<file path="config.mk">
export PLATFORM = sky130hd
export DESIGN_NAME = led_effect_sequencer_flat
export DESIGN_NICKNAME = d
export VERILOG_FILES = /design/src/les_pkg.sv /design/src/les_if.sv /design/src/les_core.sv /design/src/led_effect_sequencer.sv /design/src/flat_wrapper.sv
export SDC_FILE = /design/constraint.sdc
export NUM_CORES = 1
export LEC_CHECK = 0
export BUFFER_PORTS_ARGS = -buffer_cell sky130_fd_sc_hd__buf_2
export CORE_AREA = 2 2 228 230
export CTS_CLUSTER_SIZE = 8
export DETAILED_ROUTE_END_ITERATION = 8
export DIE_AREA = 0 0 230 232
export GPL_TIMING_DRIVEN = 0
export SYNTH_ARGS = -nofsm -noshare
export SYNTH_HDL_FRONTEND = slang
export SYNTH_SLANG_ARGS = --single-unit
</file>
<file path="constraint.sdc">
create_clock -name i_clk -period 11.5 [get_ports i_clk]
set_clock_uncertainty 0.15 [all_clocks]
set_input_delay 0.575 -clock i_clk [delete_from_list [all_inputs] [get_ports i_clk]]
set_output_delay 0.575 -clock i_clk [all_outputs]
set_load 0.005 [all_outputs]
</file>
<file path="src/les_pkg.sv">
// Package for the LED effect sequencer: effect codes, register indexes,
// the frame record passed between the effect core and the top level,
// and the colour helper functions. No dependencies.
`default_nettype none

package les_pkg;

    localparam int CFG_IDX_W  = 3;
    localparam int CFG_DATA_W = 11;

    localparam logic [CFG_IDX_W-1:0] CFG_FADE_INTERVAL  = 3'd0;
    localparam logic [CFG_IDX_W-1:0] CFG_PULSE_INTERVAL = 3'd1;
    localparam logic [CFG_IDX_W-1:0] CFG_FLASH_INTERVAL = 3'd2;
    localparam logic [CFG_IDX_W-1:0] CFG_FLASH_PULSES   = 3'd3;
    localparam logic [CFG_IDX_W-1:0] CFG_IDLE_RED       = 3'd4;
    localparam logic [CFG_IDX_W-1:0] CFG_IDLE_GREEN     = 3'd5;
    localparam logic [CFG_IDX_W-1:0] CFG_IDLE_BLUE      = 3'd6;

    localparam logic [1:0] EFF_IDLE  = 2'd0;
    localparam logic [1:0] EFF_FLASH = 2'd1;
    localparam logic [1:0] EFF_RED   = 2'd2;

    localparam logic [7:0] LEVEL_LOW   = 8'd50;
    localparam logic [7:0] LEVEL_HIGH  = 8'd150;
    localparam logic [7:0] LEVEL_STEP  = 8'd5;
    localparam logic [8:0] RED_LOW     = 9'd50;
    localparam logic [8:0] RED_TOP     = 9'd255;
    localparam logic [8:0] RED_STEP    = 9'd20;
    localparam logic [7:0] FULL        = 8'd255;
    localparam logic [7:0] RECIP_FIVE  = 8'd205;

    typedef struct packed {
        logic       valid;
        logic [7:0] red;
        logic [7:0] green;
        logic [7:0] blue;
        logic [7:0] level;
        logic [1:0] effect;
    } t_frame;

    // step one fifth of the way toward the target, truncating toward zero
    function automatic logic [7:0] glide(input logic [7:0] cur, input logic [7:0] tgt);
        logic [7:0]  mag;
        logic [15:0] prod;
        logic [7:0]  q;
        mag  = (tgt >= cur) ? (tgt - cur) : (cur - tgt);
        prod = mag * RECIP_FIVE;
        q    = {2'b00, prod[15:10]};
        return (tgt >= cur) ? (cur + q) : (cur - q);
    endfunction

    function automatic logic [7:0] scale_video(input logic [7:0] c, input logic [7:0] s);
        logic [15:0] prod;
        prod = c * s;
        return prod[15:8] + {7'd0, (c != 8'd0) && (s != 8'd0)};
    endfunction

endpackage

`default_nettype wire

</file>
<file path="src/les_if.sv">
// Request channel interfaces for the LED effect sequencer: tick input
// and LED frame output, each with valid/ready. No dependencies.
`default_nettype none

interface les_in_if;
    logic valid;
    logic ready;
    logic motor_moving;

    modport source (output valid, output motor_moving, input ready);
    modport sink   (input valid, input motor_moving, output ready);
endinterface

interface les_out_if;
    logic       valid;
    logic       ready;
    logic [7:0] led_red;
    logic [7:0] led_green;
    logic [7:0] led_blue;
    logic [1:0] effect;

    modport source (output valid, output led_red, output led_green, output led_blue,
                     output effect, input ready);
    modport sink   (input valid, input led_red, input led_green, input led_blue,
                     input effect, output ready);
endinterface

`default_nettype wire

</file>
<file path="src/les_core.sv">
// Effect core: configuration registers, timers and effect state; turns
// one tick into an unscaled frame. Depends on les_pkg.
`default_nettype none

module les_core (
    input  wire logic                           i_clk,
    input  wire logic                           i_rst_n,
    input  wire logic                           i_cfg_we,
    input  wire logic [les_pkg::CFG_IDX_W-1:0]  i_cfg_idx,
    input  wire logic [les_pkg::CFG_DATA_W-1:0] i_cfg_data,
    input  wire logic                           i_step,
    input  wire logic                           i_moving,
    output les_pkg::t_frame                     o_frame
);

    logic [9:0]  r_fade_int, r_pulse_int;
    logic [10:0] r_flash_int;
    logic [3:0]  r_flash_pulses;
    logic [7:0]  r_idle_red, r_idle_green, r_idle_blue;

    logic [15:0] r_fade_timer, n_fade_timer, r_flash_timer, n_flash_timer;
    logic [7:0]  r_glide_red, n_glide_red, r_glide_green, n_glide_green;
    logic [7:0]  r_glide_blue, n_glide_blue;
    logic [7:0]  r_fade_level, n_fade_level;
    logic        r_fade_rising, n_fade_rising;
    logic [8:0]  r_red_level, n_red_level;
    logic        r_red_rising, n_red_rising;
    logic        r_flash_active, n_flash_active;
    logic [4:0]  r_flash_edges, n_flash_edges;
    logic        r_flashes_done, n_flashes_done;

    logic [15:0] fade_inc, flash_inc;
    logic [7:0]  white;

    always_comb begin
        fade_inc  = (r_fade_timer == 16'hFFFF) ? r_fade_timer : r_fade_timer + 16'd1;
        flash_inc = (r_flash_timer == 16'hFFFF) ? r_flash_timer : r_flash_timer + 16'd1;

        n_fade_timer   = fade_inc;
        n_flash_timer  = flash_inc;
        n_glide_red    = r_glide_red;
        n_glide_green  = r_glide_green;
        n_glide_blue   = r_glide_blue;
        n_fade_level   = r_fade_level;
        n_fade_rising  = r_fade_rising;
        n_red_level    = r_red_level;
        n_red_rising   = r_red_rising;
        n_flash_active = r_flash_active;
        n_flash_edges  = r_flash_edges;
        n_flashes_done = r_flashes_done;
        white          = 8'd0;

        o_frame = '0;

        if (!i_moving) begin
            n_flashes_done = 1'b0;
            if (fade_inc >= {6'd0, r_fade_int}) begin
                n_fade_timer  = 16'd0;
                n_glide_red   = les_pkg::glide(r_glide_red, r_idle_red);
                n_glide_green = les_pkg::glide(r_glide_green, r_idle_green);
                n_glide_blue  = les_pkg::glide(r_glide_blue, r_idle_blue);
                n_fade_level  = r_fade_rising ? r_fade_level + les_pkg::LEVEL_STEP
                                              : r_fade_level - les_pkg::LEVEL_STEP;
                if (n_fade_level >= les_pkg::LEVEL_HIGH) n_fade_rising = 1'b0;
                if (n_fade_level <= les_pkg::LEVEL_LOW)  n_fade_rising = 1'b1;
                o_frame.valid  = 1'b1;
                o_frame.red    = n_glide_red;
                o_frame.green  = n_glide_green;
                o_frame.blue   = n_glide_blue;
                o_frame.level  = n_fade_level;
                o_frame.effect = les_pkg::EFF_IDLE;
            end
        end else if (!r_flashes_done) begin
            if (!r_flash_active) begin
                n_flash_timer  = 16'd0;
                n_flash_edges  = 5'd0;
                n_flash_active = 1'b1;
            end
            if (n_flash_timer >= {5'd0, r_flash_int}) begin
                n_flash_timer = 16'd0;
                n_flash_edges = n_flash_edges + 5'd1;
                white         = n_flash_edges[0] ? les_pkg::FULL : 8'd0;
                if (n_flash_edges >= {r_flash_pulses, 1'b0}) begin
                    n_flash_active = 1'b0;
                    n_flashes_done = 1'b1;
                end
                o_frame.valid  = 1'b1;
                o_frame.red    = white;
                o_frame.green  = white;
                o_frame.blue   = white;
                o_frame.level  = white;
                o_frame.effect = les_pkg::EFF_FLASH;
            end
        end else begin
            if (fade_inc >= {6'd0, r_pulse_int}) begin
                n_fade_timer = 16'd0;
                n_red_level  = r_red_rising ? r_red_level + les_pkg::RED_STEP
                                            : r_red_level - les_pkg::RED_STEP;
                if (n_red_level >= les_pkg::RED_TOP) n_red_rising = 1'b0;
                if (n_red_level <= les_pkg::RED_LOW) n_red_rising = 1'b1;
                o_frame.valid  = 1'b1;
                o_frame.red    = les_pkg::FULL;
                o_frame.level  = n_red_level[8] ? les_pkg::FULL : n_red_level[7:0];
                o_frame.effect = les_pkg::EFF_RED;
            end
        end
    end

    always_ff @(posedge i_clk) begin
        if (!i_rst_n) begin
            r_fade_int     <= 10'd30;
            r_pulse_int    <= 10'd30;
            r_flash_int    <= 11'd150;
            r_flash_pulses <= 4'd3;
            r_idle_red     <= 8'd0;
            r_idle_green   <= 8'd0;
            r_idle_blue    <= 8'd255;
            r_fade_timer   <= 16'd0;
            r_flash_timer  <= 16'd0;
            r_glide_red    <= 8'd0;
            r_glide_green  <= 8'd0;
            r_glide_blue   <= 8'd255;
            r_fade_level   <= les_pkg::LEVEL_LOW;
            r_fade_rising  <= 1'b1;
            r_red_level    <= les_pkg::RED_LOW;
            r_red_rising   <= 1'b1;
            r_flash_active <= 1'b0;
            r_flash_edges  <= 5'd0;
            r_flashes_done <= 1'b0;
        end else begin
            if (i_cfg_we) begin
                case (i_cfg_idx)
                    les_pkg::CFG_FADE_INTERVAL:  r_fade_int     <= i_cfg_data[9:0];
                    les_pkg::CFG_PULSE_INTERVAL: r_pulse_int    <= i_cfg_data[9:0];
                    les_pkg::CFG_FLASH_INTERVAL: r_flash_int    <= i_cfg_data;
                    les_pkg::CFG_FLASH_PULSES:   r_flash_pulses <= i_cfg_data[3:0];
                    les_pkg::CFG_IDLE_RED:       r_idle_red     <= i_cfg_data[7:0];
                    les_pkg::CFG_IDLE_GREEN:     r_idle_green   <= i_cfg_data[7:0];
                    les_pkg::CFG_IDLE_BLUE:      r_idle_blue    <= i_cfg_data[7:0];
                    default: ;
                endcase
            end
            if (i_step) begin
                r_fade_timer   <= n_fade_timer;
                r_flash_timer  <= n_flash_timer;
                r_glide_red    <= n_glide_red;
                r_glide_green  <= n_glide_green;
                r_glide_blue   <= n_glide_blue;
                r_fade_level   <= n_fade_level;
                r_fade_rising  <= n_fade_rising;
                r_red_level    <= n_red_level;
                r_red_rising   <= n_red_rising;
                r_flash_active <= n_flash_active;
                r_flash_edges  <= n_flash_edges;
                r_flashes_done <= n_flashes_done;
            end
        end
    end

endmodule

`default_nettype wire

</file>
<file path="src/led_effect_sequencer.sv">
// LED effect sequencer top level: tick input register, effect core,
// frame register, brightness scaling and output register.
// Depends on les_pkg, les_if and les_core.
//
// Usage:
//   i_in carries one request per millisecond tick with motor_moving.
//   o_out carries an LED frame (led_red, led_green, led_blue, effect)
//   only on ticks that update the LEDs; other ticks give no request.
//   i_cfg_we/i_cfg_idx/i_cfg_data write one register per cycle; the user
//   must write only while no tick is in flight; the block does not check.
//   A frame passes from the tick input register through the effect
//   update into the frame register, then through brightness scaling
//   into the output register; any stage can hold under a stall.
//   One tick is taken per cycle while the receiver accepts frames;
//   the effect update and the scaling stage are each registered.
//   Reset clears all effect state to the idle fade start and loads the
//   register defaults.
//   When the receiver stalls, the frame holds on o_out and the stages
//   behind it keep filling until each holds a request; i_in.ready then
//   drops.
`default_nettype none

module led_effect_sequencer (
    input  wire logic                           i_clk,
    input  wire logic                           i_rst_n,
    les_in_if.sink                              i_in,
    les_out_if.source                           o_out,
    input  wire logic                           i_cfg_we,
    input  wire logic [les_pkg::CFG_IDX_W-1:0]  i_cfg_idx,
    input  wire logic [les_pkg::CFG_DATA_W-1:0] i_cfg_data
);

    logic            r_in_v, r_in_moving;
    logic            r_mid_v;
    les_pkg::t_frame r_mid;
    les_pkg::t_frame core_frame;
    logic            r_out_v;
    logic [7:0]      r_out_red, r_out_green, r_out_blue;
    logic [1:0]      r_out_effect;

    logic out_free, mid_free, step, out_load, in_take;

    assign out_free = !r_out_v || o_out.ready;
    assign out_load = r_mid_v && out_free;
    assign mid_free = !r_mid_v || out_free;
    assign step     = r_in_v && mid_free;
    assign i_in.ready = !r_in_v || mid_free;
    assign in_take  = i_in.valid && i_in.ready;

    les_core u_core (
        .i_clk      (i_clk),
        .i_rst_n    (i_rst_n),
        .i_cfg_we   (i_cfg_we),
        .i_cfg_idx  (i_cfg_idx),
        .i_cfg_data (i_cfg_data),
        .i_step     (step),
        .i_moving   (r_in_moving),
        .o_frame    (core_frame)
    );

    always_ff @(posedge i_clk) begin
        if (!i_rst_n) begin
            r_in_v  <= 1'b0;
            r_mid_v <= 1'b0;
            r_out_v <= 1'b0;
        end else begin
            if (in_take) r_in_v <= 1'b1;
            else if (step) r_in_v <= 1'b0;

            if (step) r_mid_v <= core_frame.valid;
            else if (out_load) r_mid_v <= 1'b0;

            if (out_load) r_out_v <= 1'b1;
            else if (o_out.ready) r_out_v <= 1'b0;
        end
    end

    always_ff @(posedge i_clk) begin
        if (in_take) r_in_moving <= i_in.motor_moving;
        if (step) r_mid <= core_frame;
        if (out_load) begin
            r_out_red    <= les_pkg::scale_video(r_mid.red, r_mid.level);
            r_out_green  <= les_pkg::scale_video(r_mid.green, r_mid.level);
            r_out_blue   <= les_pkg::scale_video(r_mid.blue, r_mid.level);
            r_out_effect <= r_mid.effect;
        end
    end

    assign o_out.valid     = r_out_v;
    assign o_out.led_red   = r_out_red;
    assign o_out.led_green = r_out_green;
    assign o_out.led_blue  = r_out_blue;
    assign o_out.effect    = r_out_effect;

endmodule

`default_nettype wire

</file>
<file path="src/flat_wrapper.sv">
// flat-port wrapper written by rule: the top's interface ports become plain ports
module led_effect_sequencer_flat 
  (i_clk, i_rst_n, i_cfg_we, i_cfg_idx, i_cfg_data, i_in_valid, i_in_motor_moving, i_in_ready, o_out_valid, o_out_led_red, o_out_led_green, o_out_led_blue, o_out_effect, o_out_ready);
  les_in_if i_in_i ();
  les_out_if o_out_i ();
  input  wire logic i_clk;
  input  wire logic i_rst_n;
  input  wire logic i_cfg_we;
  input  wire logic [les_pkg::CFG_IDX_W-1:0] i_cfg_idx;
  input  wire logic [les_pkg::CFG_DATA_W-1:0] i_cfg_data;
  input wire logic [$bits(i_in_i.valid)-1:0] i_in_valid;
  input wire logic [$bits(i_in_i.motor_moving)-1:0] i_in_motor_moving;
  output wire logic [$bits(i_in_i.ready)-1:0] i_in_ready;
  output wire logic [$bits(o_out_i.valid)-1:0] o_out_valid;
  output wire logic [$bits(o_out_i.led_red)-1:0] o_out_led_red;
  output wire logic [$bits(o_out_i.led_green)-1:0] o_out_led_green;
  output wire logic [$bits(o_out_i.led_blue)-1:0] o_out_led_blue;
  output wire logic [$bits(o_out_i.effect)-1:0] o_out_effect;
  input wire logic [$bits(o_out_i.ready)-1:0] o_out_ready;
  assign i_in_i.valid = i_in_valid;
  assign i_in_i.motor_moving = i_in_motor_moving;
  assign i_in_ready = i_in_i.ready;
  assign o_out_valid = o_out_i.valid;
  assign o_out_led_red = o_out_i.led_red;
  assign o_out_led_green = o_out_i.led_green;
  assign o_out_led_blue = o_out_i.led_blue;
  assign o_out_effect = o_out_i.effect;
  assign o_out_i.ready = o_out_ready;
  led_effect_sequencer u_core (.i_clk(i_clk), .i_rst_n(i_rst_n), .i_in(i_in_i), .o_out(o_out_i), .i_cfg_we(i_cfg_we), .i_cfg_idx(i_cfg_idx), .i_cfg_data(i_cfg_data));
endmodule
</file>
Yosys cells after proc, flatten, opt, wreduce, memory -nomap -nowiden
Index checks and enable logic that the tools add are counted.
{"block": "totals", "elab_cells": 165, "regBits": 205, "input_bits": 20, "out_inout_bits": 28}
{"block": "op_classes", "multipliers": 6, "n_bitwise": 2, "addsub": 22, "order_cmp": 11, "n_mux": 50, "reduce_logical": 34, "eq_ne": 8}
{"operator": "16-bit two-way mux", "n": 13}
{"operator": "35-bit two-way mux", "n": 3}
{"operator": "8-bit two-way mux", "n": 9}
{"operator": "8-bit by 8-bit multiplier with 16-bit output", "n": 3}
{"operator": "8-bit by 8-bit multiplier with 16-bit output, second input constant", "n": 3}
{"operator": "8-bit subtractor", "n": 6}
{"operator": "16-bit by 1-bit adder with 16-bit output, second input constant", "n": 2}
{"operator": "16-bit equality test, second input constant", "n": 2}
{"operator": "16-bit by 10-bit >= comparator with 1-bit output", "n": 2}
{"operator": "8-bit nonzero test", "n": 4}
{"operator": "9-bit two-way mux", "n": 3}
{"operator": "8-bit by 1-bit adder with 8-bit output", "n": 3}
{"operator": "8-bit by 6-bit adder with 8-bit output", "n": 3}
{"operator": "8-bit >= comparator", "n": 3}
{"operator": "8-bit by 6-bit subtractor with 8-bit output", "n": 3}
{"operator": "10-bit two-way mux", "n": 2}
{"operator": "5-bit two-way mux", "n": 4}
{"operator": "16-bit by 11-bit >= comparator with 1-bit output", "n": 1}
{"operator": "1-bit two-way mux", "n": 16}
{"operator": "2-bit AND reduction", "n": 7}
{"operator": "2-bit nonzero test", "n": 5}
{"operator": "9-bit by 5-bit adder with 9-bit output, second input constant", "n": 1}
{"operator": "3-bit equality test, second input constant", "n": 3}
{"operator": "9-bit by 8-bit >= comparator with 1-bit output, second input constant", "n": 1}
{"operator": "18 further kinds", "n": 31}

Logic depth before layout (Yosys ltp)
{"block": "logic_depth", "depth_word": 10, "depth_mapped": 45, "mapped_depth_nobuf": 44}

Hierarchy
A second synthesis with hierarchy kept.
{"block": "hier_totals", "hier_cells": 2670, "hier_area_um2": 23159.7}
{"mod": "les_core", "area_each_um2": 14541.4, "seq_area_each_um2": 2782.7, "cells_each": 1821, "instances": 1}
{"mod": "led_effect_sequencer", "area_each_um2": 8618.3, "seq_area_each_um2": 1891.8, "cells_each": 849, "instances": 1}

Worst setup path after synthesis
OpenSTA, ideal clock, no wires.
{"block": "synth_path", "path_type": "reg2reg", "startpoint": "register u_core.u_core.r_idle_blue[0]", "endpoint": "register u_core.r_mid[17] (netlist name), data pin", "setup_ns": 0.265, "path_buffers": 1, "period_less_slack_ns": 8.740, "stages_incl_launch_ff": 42, "arrival_ns": 8.326, "slack_ns": 2.760, "required_ns": 11.085, "cell_sequence": "dfxtp_1 inv_1 ha_1 inv_1 fa_1 a21oi_1 o2111ai_2 nand3_1 and2_1 clkbuf_1 nor2_1 a221o_1 a21boi_0 o21ai_0 a221oi_1 xnor2_1 ha_1 fa_1 (+6 left out) o31a_1 xnor2_1 inv_1 ha_1 nand2_1 o21ai_0 ha_1 a21o_1 a21oi_1 o21bai_1 a21oi_1 nor2b_1 o21a_1 o21ai_0 nand2_1 o211a_1 a31oi_1 o21ai_1"}
{"element": "from (decl)", "line_no": "les_core.sv:19", "text": "logic [7:0] r_idle_red, r_idle_green, r_idle_blue;"}
{"element": "from (signal assigned)", "line_no": "les_core.sv:139", "text": "les_pkg::CFG_IDLE_BLUE: r_idle_blue <= i_cfg_data[7:0];"}
{"element": "to (signal assigned)", "line_no": "led_effect_sequencer.sv:80", "text": "if (step) r_mid <= core_frame;"}
{"element": "to (decl)", "line_no": "led_effect_sequencer.sv:35", "text": "les_pkg::t_frame r_mid;"}

Final worst setup path
{"block": "layout_path", "startpoint": "register u_core.u_core.r_glide_blue[0]", "endpoint": "register u_core.u_core.r_glide_blue[7]"}
{"block": "layout_via", "elab_chain_cells": 5, "word_cells_on_any_way": 8, "cone_classes": "4 x add/sub; 1 x mul; 1 x order compare; 2 x mux"}
{"element": "from (decl)", "line_no": "les_core.sv:23", "text": "logic [7:0] r_glide_blue, n_glide_blue;"}
{"element": "from (signal assigned)", "line_no": "les_core.sv:148", "text": "r_glide_blue <= n_glide_blue;"}
{"element": "8-bit subtractor or 8-bit >= comparator (tied branches)", "line_no": "les_pkg.sv:46, les_pkg.sv:49"}
{"element": "8-bit two-way mux", "line_no": "les_pkg.sv:46", "text": "mag = (tgt >= cur) ? (tgt - cur) : (cur - tgt);"}
{"element": "8-bit by 8-bit multiplier with 16-bit output", "line_no": "les_pkg.sv:47", "text": "prod = mag * RECIP_FIVE;"}
{"element": "8-bit by 6-bit subtractor with 8-bit output or 8-bit by 6-bit adder with 8-bit output (tied branches)", "line_no": "les_pkg.sv:49", "text": "return (tgt >= cur) ? (cur + q) : (cur - q);"}
{"element": "8-bit two-way mux (*)", "line_no": "les_pkg.sv:49"}
Mark *: on every way between the ends. The rest lies on a longest branch, timed or not.
A chain may end at the register's enable or synchronous reset.

==> flow_summary.toml <==
[floorplan]
coreArea_um2 = 50900
num_rows = 83
io_pins = 48
dieHeight_um = 232
die_x_um = 230
start_util_pct = 44.4
dieArea_um2 = 53400

[power_and_ir_drop]
cellPowerDensity_nw_per_um2 = 121
ir_drop_v = 0.000104
power_mw = 2.96
p_leak_nw = 11.9

[setup_path]
setup.worst_path.start_class = "flop"
crit_family = "compound AO/OA/AOI/OAI gates"
critical_path.max_fanout = 10
path_depth = 40
cpPeakStageDelay_ps = 570
cp.required_ps = 11780
cpMostUsedCell = "ha_1"
ff2ff_path_depth = 40
crit_buf_inv = 3
end_kind = "flop"
cp_slowest_cell = "fa_1"
crit_arrival_ps = 10350
critical_path_class = "flop to flop"

[placed_design]
hpwl_um = 43800
placedInstanceArea_um2 = 23700
gp_congestion = 0.925
portBuffers = 47
place_ws_ps = 1460

[job]
maxCapViolations = 0

[routing]
via_per_inst = 5.33
wl_per_cell_um = 16.1
via_count = 18200
first_pass_iters = 6
ant_nets = 0
drt_iter0_markers = 942
drc = 0
routed_wirelength_um = 54800

[cells_and_area]
seq_area_um2 = 4670
nFillCells = 4960
drive_above_1_share_pct = 5.02
layout.cells.most_common = "nand2_1"
multi_input_area_um2 = 16200
num_antenna_cells = 0
area_growth_pct = 8.62
final_core_util_pct = 48.2
final_nets = 3232
design_area_um2 = 24500
layout_common_cells = "361 x nand2_1, 355 x inv_1, 346 x ha_1"

[clocking]
cts_tree = "built"
clk_pin_slew_ps = 50
postCtsSetupBuffers = 0
hold_buffers = 0
cts_buffer_depth = 3
clock-sinks = 203
clkLatencyLatePin_ps = 580
htree_levels = 1
numCtsBuffers = 29
cts-root-buf = "clkbuf_16"
cts_resized = 0

[global_route]
grt_max_degree = 37
grt_pass1_wl_um = 91200
grt_pass1_vias = 18300
grt.total_usage_pct = 20.8
grt.busiest_layer = "met2"
grt_use_met2_pct = 35.7
antenna_found_initial = 0
use_met3_pct = 2.32
grtUsageMet1_pct = 27.7
grt-ovfl-total = 0

[synthesis]
netlist_area_um2 = 22600
synth_seq_cells = 203
synth_warnings = 0
ys_top_cells_by_area = "ha_1 19%, fa_1 13%, dfxtp_1 13%"
synth_cells = 2637
async_flop_share_pct = 0
avgSynthCellArea_um2 = 8.56
synth_area_leader_cell = "ha_1"
yosysTopAreaCellShare_pct = 19.2
ys_types = 85
synth_edf_count = 61
ys_seq_area_share_pct = 20.7
ys.flop_type = "dfxtp_1"
syn_nets = 3152

[sta]
rsz0062_at_grt = "false"
max_freq_ghz = 0.0993
finalSetupViolations = 0
period_share_pct = 87.6
tns_ps = 0
drv_slew = 0
worst_pin_slew_ps = 879
period_needed_ps = 10070
postLayoutSetupSlackWorst_ps = 1430
max-slew-margin-rel_pct = 41.0
hold_violations = 0

[worst_hold_path]
hp-class = "input port to flop"
hold_path_depth = 1

[outcome]
outcome = "finished clean"
-- cell families after synthesis --
group                      share of synthesized area, %
AOI/OAI and AO/OA                                  14.0
buffers and inverters                              7.53
DFF                                                20.7
muxes                                              1.89
adders and majority gates                          32.5
and+or+nand+nor                                    17.1
xor gates and xnor gates                           6.33
-- worst reg2reg max path, delay by kind of cell, from the launching register on --
kind	cells	cell delay [ps]
XOR/XNOR	2	740
adder cells (fa/ha/maj)	9	3300
AO/OA/AOI/OAI	19	3730
buffers and inverters	3	600
flip-flops	1	420
AND/OR/NAND/NOR	7	990
-- power by group --
part           internal, mW  leakage [nW]  switching [mW]
registers             0.766          1.72          0.0112
clock network         0.464         0.389           0.327
logic                 0.584          9.84           0.805
total                  1.81          11.9            1.14
-- cells in the mapped netlist (5+ instances only) --
cell      instances
a31oi_1          13
o21ai_1           8
nand2b_1         19
nand4_1          14
nor2_1          104
o21a_1           17
nor3b_1           9
a22oi_1           5
xor2_1           63
and2_1          107
a21oi_1         161
mux2_2           11
a21o_1           61
nor3_1           23
xnor2_1          95
nor2b_1          35
nand3_1          69
or3_1             8
o21ai_0          60
and4_1            8
o211ai_1         42
buf_2             9
mux2i_1          25
o221ai_1          5
o22ai_1           5
buf_1             8
a211oi_1         14
inv_1           355
ha_1            346
and3_1           20
fa_1            149
a32oi_1           8
a21boi_0          6
nor4_1           10
o21bai_1         15
edfxtp_1         61
or2_2             6
nand2_1         361
clkbuf_1         72
a21oi_2           5
dfxtp_1         142
-- layout make-up --
cell class,instances,share of cell area [%]
multi-input combinational,1986,66.1
buffer,90,1.46
timing repair buffer,49,1.15
tap,680,3.47
inverter,358,5.48
sequential,203,19.1
clock buffer,42,3.20
clock inverter,1,0.0816
-- worst paths after layout --
path,from,endpoint,slack [ps]
min,i_in_motor_moving,u_core.r_in_moving,30
max reg2reg,u_core.u_core.r_glide_blue[0],u_core.u_core.r_glide_blue[7],1430
max,u_core.u_core.r_glide_blue[0],u_core.u_core.r_glide_blue[7],1430
min reg2reg,u_core.u_core.r_flash_int[5],u_core.u_core.r_flash_int[5],310
-- metrics by stage --
stage          instances  hold slack (ps)
2_1_floorplan       2637              250
3_3_place_gp        3364              297
3_5_place_dp        3366              297
4_1_cts             3409             6.97
5_1_grt             3409             15.7
6_report            3409             26.1
-- metal layers --
layer,up-vias,wire (um)
met3,88,2130
met4,0,1510
met2,329,25600
met5,-,0
met1,8747,25500
li1,9013,-
-- registers in the layout, summed over array words and instances, names as in the netlist, 10 cells and up --
signal                       count
u_core.u_core.r_fade_int        10
u_core.u_core.r_pulse_int       10
u_core.u_core.r_flash_timer     16
u_core.r_mid                    34
u_core.u_core.r_fade_timer      16
u_core.u_core.r_flash_int       11
Note: power is estimated with default switching activity, not from simulation.
